==> src/sv/mcr_pkg.sv <==
// ----------------------------------------------------------------------------
// Midpoint circle rasterizer package
// Shared types, constants and the sequencer microcode.
// ----------------------------------------------------------------------------
`default_nettype none

package mcr_pkg;

  // display defaults
  localparam int DISP_W_DEF = 128;
  localparam int DISP_H_DEF = 64;

  // field and datapath widths
  localparam int COORD_W  = 8;
  localparam int RAD_W    = 11;   // signed radius through the clip stages
  localparam int STEP_Y_W = 9;    // signed step y, reaches -1
  localparam int DEC_W    = 12;   // signed decision term
  localparam int MAX_SETS = 32;   // point sets per circle at most
  localparam int CNT_W    = $clog2(MAX_SETS);

  // request and point set transactions
  typedef struct packed {
    logic [COORD_W-1:0] center_x;
    logic [COORD_W-1:0] center_y;
    logic [COORD_W-1:0] radius;
  } req_t;

  typedef struct packed {
    logic [COORD_W-1:0] col_plus_dx;
    logic [COORD_W-1:0] col_minus_dx;
    logic [COORD_W-1:0] col_plus_dy;
    logic [COORD_W-1:0] col_minus_dy;
    logic [COORD_W-1:0] row_plus_dy;
    logic [COORD_W-1:0] row_minus_dy;
    logic [COORD_W-1:0] row_plus_dx;
    logic [COORD_W-1:0] row_minus_dx;
    logic               last;
  } pset_t;

  // microcode
  localparam int UPC_W = 3;
  typedef logic [UPC_W-1:0] upc_t;

  localparam upc_t UA_WAIT  = 3'd0;
  localparam upc_t UA_CLIPC = 3'd1;
  localparam upc_t UA_CLIPR = 3'd2;
  localparam upc_t UA_INIT  = 3'd3;
  localparam upc_t UA_EMIT  = 3'd4;

  // branch condition: taken moves to target, otherwise the step repeats
  typedef enum logic [1:0] {
    COND_ALWAYS,
    COND_IN_TAKEN,
    COND_LAST_SENT
  } cond_t;

  typedef struct packed {
    logic  take_in;
    logic  clip_col;
    logic  clip_row;
    logic  init;
    logic  emit;
    cond_t cond;
    upc_t  target;
  } uword_t;

  // datapath status back to the sequencer
  typedef struct packed {
    logic in_taken;
    logic last_sent;
  } seq_stat_t;

  function automatic uword_t ucode(input upc_t upc);
    uword_t w;
    w = '{take_in: 1'b1, clip_col: 1'b0, clip_row: 1'b0, init: 1'b0, emit: 1'b0,
          cond: COND_IN_TAKEN, target: UA_CLIPC};
    case (upc)
      UA_WAIT: begin
        w = '{take_in: 1'b1, clip_col: 1'b0, clip_row: 1'b0, init: 1'b0, emit: 1'b0,
              cond: COND_IN_TAKEN, target: UA_CLIPC};
      end
      UA_CLIPC: begin
        w = '{take_in: 1'b0, clip_col: 1'b1, clip_row: 1'b0, init: 1'b0, emit: 1'b0,
              cond: COND_ALWAYS, target: UA_CLIPR};
      end
      UA_CLIPR: begin
        w = '{take_in: 1'b0, clip_col: 1'b0, clip_row: 1'b1, init: 1'b0, emit: 1'b0,
              cond: COND_ALWAYS, target: UA_INIT};
      end
      UA_INIT: begin
        w = '{take_in: 1'b0, clip_col: 1'b0, clip_row: 1'b0, init: 1'b1, emit: 1'b0,
              cond: COND_ALWAYS, target: UA_EMIT};
      end
      UA_EMIT: begin
        w = '{take_in: 1'b0, clip_col: 1'b0, clip_row: 1'b0, init: 1'b0, emit: 1'b1,
              cond: COND_LAST_SENT, target: UA_WAIT};
      end
      default: begin
        w = '{take_in: 1'b0, clip_col: 1'b0, clip_row: 1'b0, init: 1'b0, emit: 1'b0,
              cond: COND_ALWAYS, target: UA_WAIT};
      end
    endcase
    return w;
  endfunction

endpackage

`default_nettype wire

==> src/sv/mcr_seq.sv <==
// ----------------------------------------------------------------------------
// Midpoint circle rasterizer sequencer
// Step counter over the microcode table with conditional branches.
// ----------------------------------------------------------------------------
`default_nettype none

module mcr_seq (
  input  logic               clk,
  input  logic               rst_n,
  input  mcr_pkg::seq_stat_t stat,
  output mcr_pkg::uword_t    uw
);
  import mcr_pkg::*;

  upc_t upc_r;
  upc_t upc_nxt;
  logic go;

  assign uw = ucode(upc_r);

  always_comb begin
    case (uw.cond)
      COND_ALWAYS:    go = 1'b1;
      COND_IN_TAKEN:  go = stat.in_taken;
      COND_LAST_SENT: go = stat.last_sent;
      default:        go = 1'b1;
    endcase
    upc_nxt = go ? uw.target : upc_r;
  end

  always_ff @(posedge clk) begin
    if (!rst_n) begin
      upc_r <= UA_WAIT;
    end else begin
      upc_r <= upc_nxt;
    end
  end

endmodule

`default_nettype wire

==> src/sv/midpoint_circle_rasterizer.sv <==
// ----------------------------------------------------------------------------
// Midpoint circle rasterizer
// Clips a circle request to the display and emits its octant point sets.
// ----------------------------------------------------------------------------
// Steps after the request transaction: clip columns, clip rows, set up, then
//   emit, which loads the first point set into the output register.
// Throughput: one point set per cycle from the emit step while the output
//   is not stalled; a circle has N sets (N <= 32), and the next request is
//   taken only after the final set of the circle is sent.
// Reset: synchronous active-low; step counter to the wait step, output empty.
`default_nettype none

module midpoint_circle_rasterizer #(
  parameter int DISPLAY_WIDTH  = mcr_pkg::DISP_W_DEF,
  parameter int DISPLAY_HEIGHT = mcr_pkg::DISP_H_DEF
) (
  input  logic           clk,
  input  logic           rst_n,
  input  logic           in_valid,
  output logic           in_stall,
  input  mcr_pkg::req_t  in_data,
  output logic           out_valid,
  input  logic           out_stall,
  output mcr_pkg::pset_t out_data
);
  import mcr_pkg::*;

  localparam logic signed [RAD_W-1:0]    X_MAX  = RAD_W'(DISPLAY_WIDTH - 1);
  localparam logic signed [RAD_W-1:0]    Y_MAX  = RAD_W'(DISPLAY_HEIGHT - 1);
  localparam logic signed [RAD_W-1:0]    R_ONE  = RAD_W'(1);
  localparam logic signed [STEP_Y_W-1:0] Y_ONE  = STEP_Y_W'(1);
  localparam logic signed [DEC_W-1:0]    D_3    = DEC_W'(3);
  localparam logic signed [DEC_W-1:0]    D_6    = DEC_W'(6);
  localparam logic signed [DEC_W-1:0]    D_10   = DEC_W'(10);
  localparam logic [CNT_W-1:0]           CNT_LAST = CNT_W'(MAX_SETS - 2);

  uword_t    uw;
  seq_stat_t stat;

  // circle state
  logic [COORD_W-1:0]         cx_r, cy_r;
  logic signed [RAD_W-1:0]    rad_r;
  logic [COORD_W-1:0]         x_r;
  logic signed [STEP_Y_W-1:0] y_r;
  logic signed [DEC_W-1:0]    d_r;
  logic [CNT_W-1:0]           cnt_r;
  logic                       last_r;

  // output register
  logic  out_valid_r;
  pset_t out_data_r;

  logic in_taken, can_load, emit_fire;

  logic signed [RAD_W-1:0]    cx_w, cy_w;
  logic signed [RAD_W-1:0]    col_hi, col_lo, row_hi, row_lo;
  logic signed [RAD_W-1:0]    rad_col, rad_row, rad_m1;
  logic                       rad_pos;
  logic signed [DEC_W-1:0]    d_init;

  logic [COORD_W-1:0]         x_inc;
  logic signed [STEP_Y_W-1:0] y_dec, y_nxt, x_cmp;
  logic signed [DEC_W-1:0]    x_ext, y_ext, d_nxt;
  logic                       d_pos, last_nxt;
  pset_t                      pset;

  mcr_seq u_seq (
    .clk   (clk),
    .rst_n (rst_n),
    .stat  (stat),
    .uw    (uw)
  );

  assign in_stall  = !uw.take_in;
  assign in_taken  = uw.take_in && in_valid;
  assign can_load  = !out_valid_r || !out_stall;
  assign emit_fire = uw.emit && can_load;

  assign stat = '{in_taken: in_taken, last_sent: emit_fire && last_r};

  // clipping, signed compares
  assign cx_w   = $signed({{(RAD_W-COORD_W){1'b0}}, cx_r});
  assign cy_w   = $signed({{(RAD_W-COORD_W){1'b0}}, cy_r});
  assign col_hi = cx_w + rad_r - R_ONE;
  assign col_lo = cx_w - rad_r + R_ONE;
  assign row_hi = cy_w + rad_r - R_ONE;
  assign row_lo = cy_w - rad_r + R_ONE;

  always_comb begin
    if (col_hi > X_MAX) begin
      rad_col = X_MAX - cx_w;
    end else if (col_lo[RAD_W-1]) begin
      rad_col = cx_w + R_ONE;
    end else begin
      rad_col = rad_r;
    end
    if (row_hi > Y_MAX) begin
      rad_row = Y_MAX - cy_w;
    end else if (row_lo[RAD_W-1]) begin
      rad_row = cy_w + R_ONE;
    end else begin
      rad_row = rad_r;
    end
  end

  // loop set-up: y = r-1, d = 3-2r
  assign rad_pos = !rad_r[RAD_W-1] && (|rad_r);
  assign rad_m1  = rad_r - R_ONE;
  assign d_init  = D_3 - $signed(DEC_W'({rad_r, 1'b0}));

  // one midpoint step
  always_comb begin
    x_inc = x_r + COORD_W'(1);
    y_dec = y_r - Y_ONE;
    x_ext = $signed({{(DEC_W-COORD_W){1'b0}}, x_inc});
    y_ext = $signed({{(DEC_W-STEP_Y_W){y_dec[STEP_Y_W-1]}}, y_dec});
    d_pos = !d_r[DEC_W-1] && (|d_r);
    if (d_pos) begin
      y_nxt = y_dec;
      d_nxt = d_r + ((x_ext - y_ext) <<< 2) + D_10;
    end else begin
      y_nxt = y_r;
      d_nxt = d_r + (x_ext <<< 2) + D_6;
    end
    x_cmp    = $signed({{(STEP_Y_W-COORD_W){1'b0}}, x_inc});
    last_nxt = (y_nxt < x_cmp) || (cnt_r == CNT_LAST);
  end

  // octant coordinates of the current step, modulo 256
  always_comb begin
    pset.col_plus_dx  = cx_r + x_r;
    pset.col_minus_dx = cx_r - x_r;
    pset.col_plus_dy  = cx_r + y_r[COORD_W-1:0];
    pset.col_minus_dy = cx_r - y_r[COORD_W-1:0];
    pset.row_plus_dy  = cy_r + y_r[COORD_W-1:0];
    pset.row_minus_dy = cy_r - y_r[COORD_W-1:0];
    pset.row_plus_dx  = cy_r + x_r;
    pset.row_minus_dx = cy_r - x_r;
    pset.last         = last_r;
  end

  always_ff @(posedge clk) begin
    if (!rst_n) begin
      out_valid_r <= 1'b0;
    end else if (emit_fire) begin
      out_valid_r <= 1'b1;
    end else if (!out_stall) begin
      out_valid_r <= 1'b0;
    end
  end

  always_ff @(posedge clk) begin
    if (in_taken) begin
      cx_r  <= in_data.center_x;
      cy_r  <= in_data.center_y;
      rad_r <= $signed({{(RAD_W-COORD_W){1'b0}}, in_data.radius});
    end
    if (uw.clip_col) begin
      rad_r <= rad_col;
    end
    if (uw.clip_row) begin
      rad_r <= rad_row;
    end
    if (uw.init) begin
      x_r   <= '0;
      cnt_r <= '0;
      if (rad_pos) begin
        y_r    <= rad_m1[STEP_Y_W-1:0];
        d_r    <= d_init;
        last_r <= 1'b0;
      end else begin
        // centre off the display or zero radius: single set at the centre
        y_r    <= '0;
        d_r    <= '0;
        last_r <= 1'b1;
      end
    end
    if (emit_fire) begin
      out_data_r <= pset;
      x_r        <= x_inc;
      y_r        <= y_nxt;
      d_r        <= d_nxt;
      last_r     <= last_nxt;
      cnt_r      <= cnt_r + CNT_W'(1);
    end
  end

  assign out_valid = out_valid_r;
  assign out_data  = out_data_r;

endmodule

`default_nettype wire

==> config.mk <==
export PLATFORM = sky130hd
export DESIGN_NAME = midpoint_circle_rasterizer
export DESIGN_NICKNAME = d
export VERILOG_FILES = /design/src/sv/mcr_pkg.sv /design/src/sv/mcr_seq.sv /design/src/sv/midpoint_circle_rasterizer.sv
export SDC_FILE = /design/constraint.sdc
export NUM_CORES = 1
export LEC_CHECK = 0
export BUFFER_PORTS_ARGS = -buffer_cell sky130_fd_sc_hd__buf_2
export CAP_MARGIN = 10
export CORE_ASPECT_RATIO = 0.6
export CORE_MARGIN = 5
export CORE_UTILIZATION = 60
export CTS_CLUSTER_SIZE = 40
export DETAILED_ROUTE_END_ITERATION = 12
export MAX_ROUTING_LAYER = met4
export PLACE_DENSITY = 0.87
export SLEW_MARGIN = 20
export SYNTH_ARGS = -nofsm -noshare
export SYNTH_HDL_FRONTEND = slang
export SYNTH_HIERARCHICAL = 1
export SYNTH_SLANG_ARGS = --single-unit
==> constraint.sdc <==
create_clock -name clk -period 7.9 [get_ports clk]
set_input_delay 0.79 -clock clk [delete_from_list [all_inputs] [get_ports clk]]
set_output_delay 0.79 -clock clk [all_outputs]
set_load 0.1 [all_outputs]
# Word level (Yosys, flattened, before mapping)
# Cells that the tools add are included.
dict set report classes {
  n_mux 26
  eq_ne 10
  n_addsub 30
  n_lt_le_gt_ge 3
  n_reduce_logical 18
}
# cell n
set ops {}
lappend ops {{$mux 11} 7}
lappend ops {{$pmux 10 s5} 1}
lappend ops {{$mux 12} 4}
lappend ops {{$mux 9} 4}
lappend ops {{$add 8x8->8} 4}
lappend ops {{$sub 8x8->8} 4}
lappend ops {{$add 11x2->11 const B} 2}
lappend ops {{$add 9x11->11} 2}
lappend ops {{$sub 11x2->11 const B} 2}
lappend ops {{$sub 9x11->11} 2}
lappend ops {{$add 8x1->9 const B} 2}
lappend ops {{$sub 9x2->9 const B} 2}
lappend ops {{$mux 8} 2}
lappend ops {{$add 12x11->12} 1}
lappend ops {{$add 12x12->12} 1}
lappend ops {{$add 12x4->12 const B} 1}
lappend ops {{$add 12x5->12 const B} 1}
lappend ops {{$reduce_or 12->1} 1}
lappend ops {{$sub 3x12->12 const A} 1}
lappend ops {{$gt 11x7->1 const B} 1}
lappend ops {{$gt 11x8->1 const B} 1}
lappend ops {{$reduce_or 11->1} 1}
lappend ops {{$mux 5} 2}
lappend ops {{$sub 9x9->10} 1}
lappend ops {{other kinds (23)} 37}
dict set report totals {
  ff_bits 131
  wordCells 106
  inputBits 28
}

# Longest topological paths before layout
dict set report depth {
  depth_word 6
  depth_mapped 19
}

# By module
# Netlist, hierarchy kept.
# mod area_each_um2 cells_per_inst seq_area_each_um2 instances
set modules_own_cells {}
lappend modules_own_cells {midpoint_circle_rasterizer 10415.0 1039 3683.5 1}
lappend modules_own_cells {mcr_seq 171.4 19 60.1 1}

# Worst setup path before layout
# OpenSTA, ideal clock, no wires.
dict set report synth_timing {
  path_type {register -> register}
  startpoint {register x_r[0]}
  endpoint {register d_r[11], data pin}
  t_required_ns 7.643
  setup_ns 0.257
  stages_incl_launch_ff 18
  t_arrival_ns 3.743
  path_buffers 0
  setup_slack_ns 3.900
  synth_period_minus_slack_ns 4.000
  path_cell_list {edfxtp_1 ha_1 xnor2_1 inv_1 ha_1 nor2b_1 o21ai_0 nand2b_1 xor2_1 ha_1 ha_1 o21a_1 a2111oi_0 nor3_1 a31oi_1 nand4_1 o211ai_1 nor2_1}
}
dict set report synth_via {
  elab_chain_cells 6
}
# element line
set synth_lines {}
lappend synth_lines {{from (decl)} midpoint_circle_rasterizer.sv:43} ;# logic [COORD_W-1:0] x_r;
lappend synth_lines {{from (signal assigned)} midpoint_circle_rasterizer.sv:180} ;# x_r <= x_inc;
lappend synth_lines {{$add 8x1->8 (*)} midpoint_circle_rasterizer.sv:113} ;# x_inc = x_r + COORD_W'(1);
lappend synth_lines {{via x_inc[2]} midpoint_circle_rasterizer.sv:61} ;# logic [COORD_W-1:0] x_inc;
lappend synth_lines {{$sub 9x9->10} midpoint_circle_rasterizer.sv:120} ;# d_nxt = d_r + ((x_ext - y_ext) <<< 2) + D_10;
lappend synth_lines {{$add 12x12->12} midpoint_circle_rasterizer.sv:120}
lappend synth_lines {{$add 12x5->12} midpoint_circle_rasterizer.sv:120}
lappend synth_lines {{$mux 12 (*)} midpoint_circle_rasterizer.sv:118} ;# if (d_pos) begin
lappend synth_lines {{$mux 12 (*)} midpoint_circle_rasterizer.sv:178} ;# if (emit_fire) begin
lappend synth_lines {{to (signal assigned)} midpoint_circle_rasterizer.sv:169} ;# d_r <= d_init;
lappend synth_lines {{to (signal assigned)} midpoint_circle_rasterizer.sv:182} ;# d_r <= d_nxt;
lappend synth_lines {{to (decl)} midpoint_circle_rasterizer.sv:45} ;# logic signed [DEC_W-1:0] d_r;
# Mark *: on every way through the listed nets, which the timed path passes. The rest lies on a longest branch.
# A chain may end at the register's enable or synchronous reset.

# Worst setup path in the final report
dict set report layout_timing {
  startpoint {register cy_r[1]}
  endpoint {register rad_r[0] (enable)}
}
dict set report layout_via {
  elab_chain_cells 5
}
# element line
set layout_lines {}
lappend layout_lines {{from (decl)} midpoint_circle_rasterizer.sv:41} ;# logic [COORD_W-1:0] cx_r, cy_r;
lappend layout_lines {{from (signal assigned)} midpoint_circle_rasterizer.sv:155} ;# cy_r <= in_data.center_y;
lappend layout_lines {{$add 9x11->11} midpoint_circle_rasterizer.sv:86} ;# assign row_hi = cy_w + rad_r - R_ONE;
lappend layout_lines {{$sub 11x2->11} midpoint_circle_rasterizer.sv:86}
lappend layout_lines {{$gt 11x7->1} midpoint_circle_rasterizer.sv:97} ;# if (row_hi > Y_MAX) begin
lappend layout_lines {{$ne 3x3->1 (no line) (*)} -}
lappend layout_lines {{$reduce_and 3->1 (no line) (*)} -}
lappend layout_lines {{to (signal assigned)} midpoint_circle_rasterizer.sv:156} ;# rad_r <= $signed({{(RAD_W-COORD_W){1'b0}}, in_data.radius});
lappend layout_lines {{to (signal assigned)} midpoint_circle_rasterizer.sv:159} ;# rad_r <= rad_col;
lappend layout_lines {{to (signal assigned)} midpoint_circle_rasterizer.sv:162} ;# rad_r <= rad_row;
lappend layout_lines {{to (decl)} midpoint_circle_rasterizer.sv:42} ;# logic signed [RAD_W-1:0] rad_r;
# Every way passes the cells marked *; elsewhere a longest branch is shown, timed or not.

==> reports/metrics.csv <==
metric,value,unit
crit end category,register,
Core Region,17200,sq um
CP max stage delay,0.76,ns
DRT Pass-1 Iters,5,
Clock Path Buffers,2,
highest routed layer,met4,
first-pass GRT wire length,45200,um
# port buffers,94,
Starting DRT DRC Count,1205,
initial antenna violation count,2,
Max IR drop VDD,0.247,mV
CTS tree,yes,
Worst-Margin Slew,0.963,ns
metal1 wirelength,12400,um
Mapped Area,10600,sq um
vias per cell,6.07,
total power divided by cell area,369,nW/um^2
vias in the first global route,8267,
Rows,37,
H-tree depth,4,
DP Cell Count,1365,
DR WL met2,11900,um
hpwl dp,21700,um
initial core utilization,61.5,%
status,"complete, no violations",
kind of critical path,register to register,
GP Congestion,0.958,
area growth from synthesis to layout,12.2,%
layout cell share with drive strength beyond 1,12.5,%
minimum clock period,4.76,ns
post-route ant nets,0,
largest net degree at the start of global routing,70,
Final #Nets,1371,
GRT overflow,0,
Clock Tree Root,clkbuf_16,
TNS Setup,0,ns
startpoint types,register,
drt drc,0,
RSZ-0062 raised after global routing,no,
Post-CTS Resized,0,
YS warnings,6,
Detailed Route WL,28800,um
Leak Pwr,5.30,nW
Pins Over Slew Limit,0,
Worst-path clk slew,0.06,ns
synthesized netlist cell count,1057,
Setup-failing EPs final,0,
hold_buf cts,0,
Overall Global Routing Usage,29.1,%
part of the cycle the worst path needs,60.3,%
wire per inst,20.6,um
crit-path cells,"inv_1, ha_1, inv_1, ha_1, fa_1, a211o_1, o211ai_1, mux2i_1, a211oi_1, o21ai_0, a32oi_1, o21ai_1, a31oi_2",
clk_skew,0.0120,ns
Mean Syn Cell Area,10.0,sq um
syn_nets,1278,
"CP delay by family, top",compound AO/OA/AOI/OAI gates,
worst-path fanout max,12,
Post-CTS Setup Inserts,0,
Worst Path Arrival,4.83,ns
worst path buffer plus inverter count,2,
Slew HR,35.4,%
Layout Cells excl Fill,1399,
die area,20500,sq um
WL met3,3730,um
Slowest cell on crit path,o21ai_1,
Die Ht,113,um
DR vias,8486,
fmax,0.210,GHz
worst skew pair latency,0.43,ns
CTS Buf Count,17,
Die Span X,181,um
final hold violations,0,
clock sinks,126,
max cap viols,0,
WP data required,7.96,ns
io pins,95,
hold crit path type,register to register,
state kept, by name, summed over array words and instances, names as in the netlist:
signal / cells
out_data: 61
d_r: 12
rad_r: 10
y_r: 9
cx_r: 8
cy_r: 8
x_r: 8
cnt_r: 5
u_seq/upc_r: 3
last_r: 1
out_valid: 1
final timing paths:
| check | to | startpoint | slack, ns | cells past startpoint |
|---|---|---|---|---|
| worst max-delay path | rad_r[0] | cy_r[1] | 3.14 | 13 |
| worst min-delay path | out_data[0] | last_r | 0.49 | 0 |
| worst max register to register | rad_r[0] | cy_r[1] | 3.14 | 13 |
| worst min register to register | out_data[0] | last_r | 0.49 | 0 |
stage by stage:
stage / cell area [sq um] / power (mW) / setup slack, ns / hold slack, ns / utilization (%)
2_1_floorplan: 10600 / 2.87 / 3.90 / 0.418 / -
3_3_place_gp: 11300 / 3.39 / 3.22 / 0.462 / 65.4
3_5_place_dp: 11300 / 3.48 / 3.08 / 0.454 / 65.4
4_1_cts: 11900 / 4.31 / 3.09 / 0.475 / 68.9
5_1_grt: 11900 / 4.65 / 2.90 / 0.476 / 69.0
6_report: 11900 / 4.38 / 3.14 / 0.486 / 69.0
worst register-to-register path, cell delays in order (launching register included):
cell and delay (ns):
edfxtp_1 0.55, inv_1 0.30, ha_1 0.40, inv_1 0.05
ha_1 0.23, fa_1 0.38, a211o_1 0.30, o211ai_1 0.20
mux2i_1 0.27, a211oi_1 0.08, o21ai_0 0.27, a32oi_1 0.15
o21ai_1 0.76, a31oi_2 0.47
power by group:
group	leakage, nW	internal, mW	total (mW)	switching (mW)
Clock	0.288	0.495	0.814	0.319
Sequential	1.15	0.919	1.06	0.141
Combinational	3.86	0.941	2.51	1.57
layout make-up:
class | count | area, sq um
antenna | 2 | 5.00
clock buffer | 17 | 425
clock inverter | 15 | 170
inverter | 129 | 484
tap | 234 | 293
sequential | 126 | 3740
timing repair buffer | 100 | 515
multi-input combinational | 776 | 6240
fill | 1279 | 5350
routing by layer:
| metal | GRT usage (%) | vias up |
|---|---|---|
| li1 | - | 3900 |
| met1 | 39.8 | 3998 |
| met2 | 41.4 | 514 |
| met3 | 9.48 | 74 |
| met4 | 8.90 | 0 |
| met5 | - | - |
layout by cell type, fill, tap and decap left out, types with 3 or more instances in the layout:
| cell type | n |
|---|---|
| nor3_1 | 24 |
| clkbuf_16 | 17 |
| o31a_1 | 3 |
| o21bai_1 | 18 |
| nand4_1 | 11 |
| and2_1 | 4 |
| buf_2 | 94 |
| and3_1 | 9 |
| nor4_1 | 4 |
| buf_4 | 6 |
| nor2b_1 | 17 |
| a31oi_1 | 6 |
| nor2_1 | 97 |
| fa_1 | 13 |
| inv_1 | 128 |
| a211o_1 | 4 |
| nand2b_1 | 9 |
| ha_1 | 180 |
| a211oi_1 | 6 |
| mux2i_1 | 4 |
| bufinv_16 | 3 |
| o21a_1 | 6 |
| a21oi_1 | 58 |
| xnor2_1 | 72 |
| dfxtp_1 | 4 |
| o21ai_0 | 36 |
| o22ai_1 | 12 |
| clkinv_4 | 4 |
| or3_1 | 3 |
| o211ai_1 | 11 |
| a21o_1 | 23 |
| clkinv_1 | 4 |
| nand3_1 | 26 |
| nand2_1 | 32 |
| xor2_1 | 44 |
| edfxtp_1 | 122 |
Power figures use the tool's default switching activity.
